**config.mk**
```make
export PLATFORM = sky130hd
export DESIGN_NAME = sptt_mul
export DESIGN_NICKNAME = d
export VERILOG_FILES = /design/src/hw/rtl/sptt_pkg.sv /design/src/hw/rtl/sptt_mul.sv
export SDC_FILE = /design/constraint.sdc
export NUM_CORES = 2
export LEC_CHECK = 0
export BUFFER_PORTS_ARGS = -buffer_cell sky130_fd_sc_hd__buf_2
export CAP_MARGIN = 20
export CORE_MARGIN = 5
export CORE_UTILIZATION = 35
export DETAILED_ROUTE_END_ITERATION = 16
export HOLD_SLACK_MARGIN = 0.15
export SKIP_LAST_GASP = 1
export SLEW_MARGIN = 25
export SYNTH_ARGS = -nofsm -noshare
export SYNTH_HDL_FRONTEND = slang
export SYNTH_SLANG_ARGS = --single-unit
export TNS_END_PERCENT = 30
```
**constraint.sdc**
```tcl
create_clock -name clock -period 11.05 [get_ports clock]
set_input_delay 2.21 -clock clock [delete_from_list [all_inputs] [get_ports clock]]
set_output_delay 2.21 -clock clock [all_outputs]
set_load 0.005 [all_outputs]
```
**src/hw/rtl/sptt_pkg.sv**
```systemverilog
// sptt_pkg: shared types and constants for the sparse polynomial term table
// no dependencies
package sptt_pkg;

   localparam int unsigned CoefW = 32;
   localparam int unsigned ExpW = 6;
   localparam int unsigned ValW = 48;
   localparam logic signed [31:0] QMax32 = 32'sh7fffffff;
   localparam logic signed [31:0] QMin32 = 32'sh80000000;
   localparam logic signed [47:0] QMax48 = 48'sh7fffffffffff;
   localparam logic signed [47:0] QMin48 = 48'sh800000000000;
   localparam logic signed [31:0] QOne = 32'sh00010000;

   typedef enum logic [1:0] {
      OP_ADD = 2'd0,
      OP_SUB = 2'd1,
      OP_SCALE = 2'd2,
      OP_EVAL = 2'd3
   } op_type;

   typedef enum logic [1:0] {
      ST_OK = 2'd0,
      ST_FULL = 2'd1,
      ST_SAT = 2'd2
   } status_type;

   typedef enum logic [3:0] {
      S_IDLE,
      S_SEARCH,
      S_MERGE,
      S_APPEND,
      S_SCALE_RD,
      S_SCALE_MUL,
      S_SCALE_WR,
      S_EV_RD,
      S_EV_POW,
      S_EV_SQR,
      S_EV_TERM,
      S_EV_ACC,
      S_DONE
   } state_type;

   // request payload
   typedef struct packed {
      op_type operation;
      logic signed [CoefW-1:0] term_coefficient;
      logic [ExpW-1:0] term_exponent;
      logic signed [CoefW-1:0] point_or_factor;
   } req_payload_type;

   // response payload
   typedef struct packed {
      logic signed [ValW-1:0] poly_value;
      status_type status;
      logic [4:0] terms_used;
   } rsp_payload_type;

   // request to the shared multiplier: a * b, floor-shifted by 16
   typedef struct packed {
      logic signed [31:0] a;
      logic signed [31:0] b;
   } mul_req_type;

   typedef struct packed {
      logic signed [47:0] wide;  // floor(a*b/2^16), fits 48 bits unclamped
      logic signed [31:0] sat32; // same clamped to 32 bits
      logic ovf32;
   } mul_rsp_type;

endpackage

```
**src/hw/rtl/sptt_mul.sv**
```systemverilog
// sptt_mul: registered signed 32x32 multiplier with floor shift and clamping
// depends on sptt_pkg
module sptt_mul (
   input  logic clock,
   input  sptt_pkg::mul_req_type req,
   output sptt_pkg::mul_rsp_type rsp
);
   logic signed [47:0] sh;
   logic signed [63:0] prod_ff;
   logic signed [63:0] prod_in;

   assign prod_in = 64'(req.a) * 64'(req.b);

   always_ff @(posedge clock) begin
      prod_ff <= prod_in;
   end

   // |a*b| <= 2^62, so the shifted value always fits 48 bits
   assign sh = prod_ff[63:16];

   always_comb begin
      rsp.wide = sh;
      rsp.ovf32 = (sh > 48'(sptt_pkg::QMax32)) || (sh < 48'(sptt_pkg::QMin32));
      if (sh > 48'(sptt_pkg::QMax32)) begin
         rsp.sat32 = sptt_pkg::QMax32;
      end else if (sh < 48'(sptt_pkg::QMin32)) begin
         rsp.sat32 = sptt_pkg::QMin32;
      end else begin
         rsp.sat32 = sh[31:0];
      end
   end
endmodule

```
==> impl_metrics.csv <==
group,metric,value,unit
logic_synthesis,synthArstFlopShare,0,%
clock_network,clockBufferDepth,2,
final_layout,top_register,"prod_ff",
die,initial_core_util,35.2,%
timing,hold_viol,0,
logic_synthesis,synth_nets,5262,
timing,drv_slew,0,
logic_synthesis,seq_area_frac_synth,2.59,%
final_layout,largest_reg_flops,48,
placement,place_hpwl,85600,um
critical_path,critical_path_required,11.28,ns
critical_path,crit_family,"adder cells",
placement,io_buffers,145,
route,drc,0,
global_route,grtUsageMet3,1.49,%
die,rows,119,
timing,post-route-min-period,10.02,ns
worst_hold_path,min_to,"rsp[41]",
final_layout,area_delta_synth_final,5.67,%
route,drt_pass1_iterations,5,
timing,rsz0062_at_grt,"false",
critical_path,slowest_stage,"fa_1",
worst_hold_path,hp-class,"reg -> out",
timing,worst-slew-pin-transition,1.07,ns
logic_synthesis,yosysWarningCount,0,
global_route,grt_busiest_layer,"met2",
global_route,grt_use_met1,22.1,%
die,core_area,105000,um^2
critical_path,crit_fanout,32,
global_route,grt_pass1_wl,162000,um
clock_network,clock-sinks,48,
clock_network,cts_resized,0,
worst_hold_path,min_path_cells,1,
final_layout,drive_above_1_share,5.39,%
logic_synthesis,syn-mean-instance-area,9.44,um^2
logic_synthesis,netlist_instances,3936,
final_layout,layout.cells.most_common,"fa_1",
critical_path,cp-end-kind,"register",
logic_synthesis,syn_area,37200,um^2
clock_network,hold_buffers,0,
critical_path,worst-path-buf-inv,8,
clock_network,htreeDepth,2,
critical_path,worstSetupPathType,"in -> reg",
outcome,outcome,"finished, final reports clean",
route,ant_nets,0,
final_layout,fin_nets,5237,
final_layout,top_regs,"prod_ff x48",
critical_path,worst_setup_path_start_kind,"input pin",
global_route,grt_max_degree,33,
timing,fin_crit_sh,90.6,%
logic_synthesis,synth_flop_cell,"dfxtp_1",
global_route,grt_pass1_vias,28832,
route,drt_iter0_drc,1134,
worst_hold_path,min_from,"prod_ff[24]$_DFF_P_",
clock_network,cts_tree,"built",
clock_network,numCtsBuffers,5,
critical_path,cp_slowest_stage_delay,0.64,ns
critical_path,crit_top_cell,"fa_1",
global_route,grt_util_met2,34.4,%
timing,timing.fmax,99.8,MHz
logic_synthesis,synthDistinctLibCells,67,
final_layout,mostFrequentLayoutCells,"fa_1, inv_1, nand2_1",
global_route,antenna_found_initial,8,
route,wl_per_cell,18.9,um
global_route,overflow,0,
global_route,gr-usage-all-layers,18.4,%
critical_path,arrival,10.24,ns
flow_run,max_cap_violations,0,
placement,gp_congestion,0.836,
die,die_x,336,um
logic_synthesis,synth_edf_count,0,
logic_synthesis,ys_ff_latch,48,
die,die_area,113000,um^2
timing,finalSetupViolations,0,
die,ioPinCount,146,
clock_network,cts_setup_buffers,0,
clock_network,path_clk_slew,0.07,ns
route,num_vias,25645,
route,wl,100000,um
timing,slew-limit-headroom,28.6,%
timing,setup_tns,0,ns
die,die_h,336,um
clock_network,cts-root-buf,"clkbuf_16",
route,vias_per_cell,4.83,
-- metrics by stage --
step / hold slack [ns] / utilization (%) / instances / area (um^2) / setup WS (ns)
after CTS: 2.96 / 37.2 / 5303 / 39300 / 1.00
after global placement: 2.62 / 37.1 / 5294 / 39100 / 0.929
after detailed placement: 2.62 / 37.1 / 5295 / 39100 / 0.697
after floorplan: 2.50 / - / 3936 / 37200 / 1.49
after global routing: 2.98 / 37.2 / 5304 / 39300 / 0.400
final: 2.94 / 37.2 / 5307 / 39300 / 1.03
-- worst max path at each step --
stage,startpoint,to,slack [ns],cells past startpoint
4_1_cts,req[63],prod_ff[63]$_DFF_P_,1.00,27
6_report,req[63],prod_ff[63]$_DFF_P_,1.03,27
5_1_grt,req[63],prod_ff[63]$_DFF_P_,0.40,27
2_1_floorplan,req[63],prod_ff[63]$_DFF_P_,1.49,28
3_3_place_gp,req[63],prod_ff[63]$_DFF_P_,0.93,27
3_5_place_dp,req[63],prod_ff[63]$_DFF_P_,0.70,27
-- kinds of logic (layout without fill, tap and decap cells) --
family / count (synthesis) / count (layout) / share of synthesized area (%)
adders and majority gates: 1261 / 1261 / 64.3
and+or+nand+nor: 1177 / 1177 / 15.9
DFF: 48 / 48 / 2.59
AOI/OAI and AO/OA: 207 / 207 / 3.92
other: 0 / 4 / 0
xor gates and xnor gates: 58 / 58 / 1.37
buffers and inverters: 1185 / 1161 / 12.0
-- Yosys cell counts, types with 13 or more instances --
cell      number  area (um^2)
nor2_1        56          210
a21o_1        54          405
nand3_1       18         90.1
clkbuf_1     206          773
xnor2_1       41          359
inv_1        975         3660
and2_1       510         3190
nand2_1      526         1970
a21oi_1       52          260
nand4_1       15         93.8
xor2_1        17          149
o21bai_1      13         97.6
dfxtp_1       48          961
ha_1         180         2250
fa_1        1081        21600
o21ai_0       27          135
-- area by class of cell --
| type | count | area (um^2) |
|---|---|---|
| diodes | 4 | 10.0 |
| clock buffers | 7 | 133 |
| fillers | 10770 | 66100 |
| inverters | 975 | 3660 |
| flip-flops and latches | 48 | 961 |
| well taps | 1391 | 1740 |
| clock inverters | 1 | 8.76 |
| multi-input cells | 2703 | 31800 |
| repair buffers | 178 | 981 |
-- metal layers --
metal  vias to the layer above  share of wire, %
met5                         -             0.021
met1                     13709                38
li1                      11151                 -
met2                       599                54
met3                       182               3.7
met4                         4               4.5
Power is left out: the tool's default activity adds up to more than one toggle a clock period on the data nets, which glitch-free logic cannot reach.
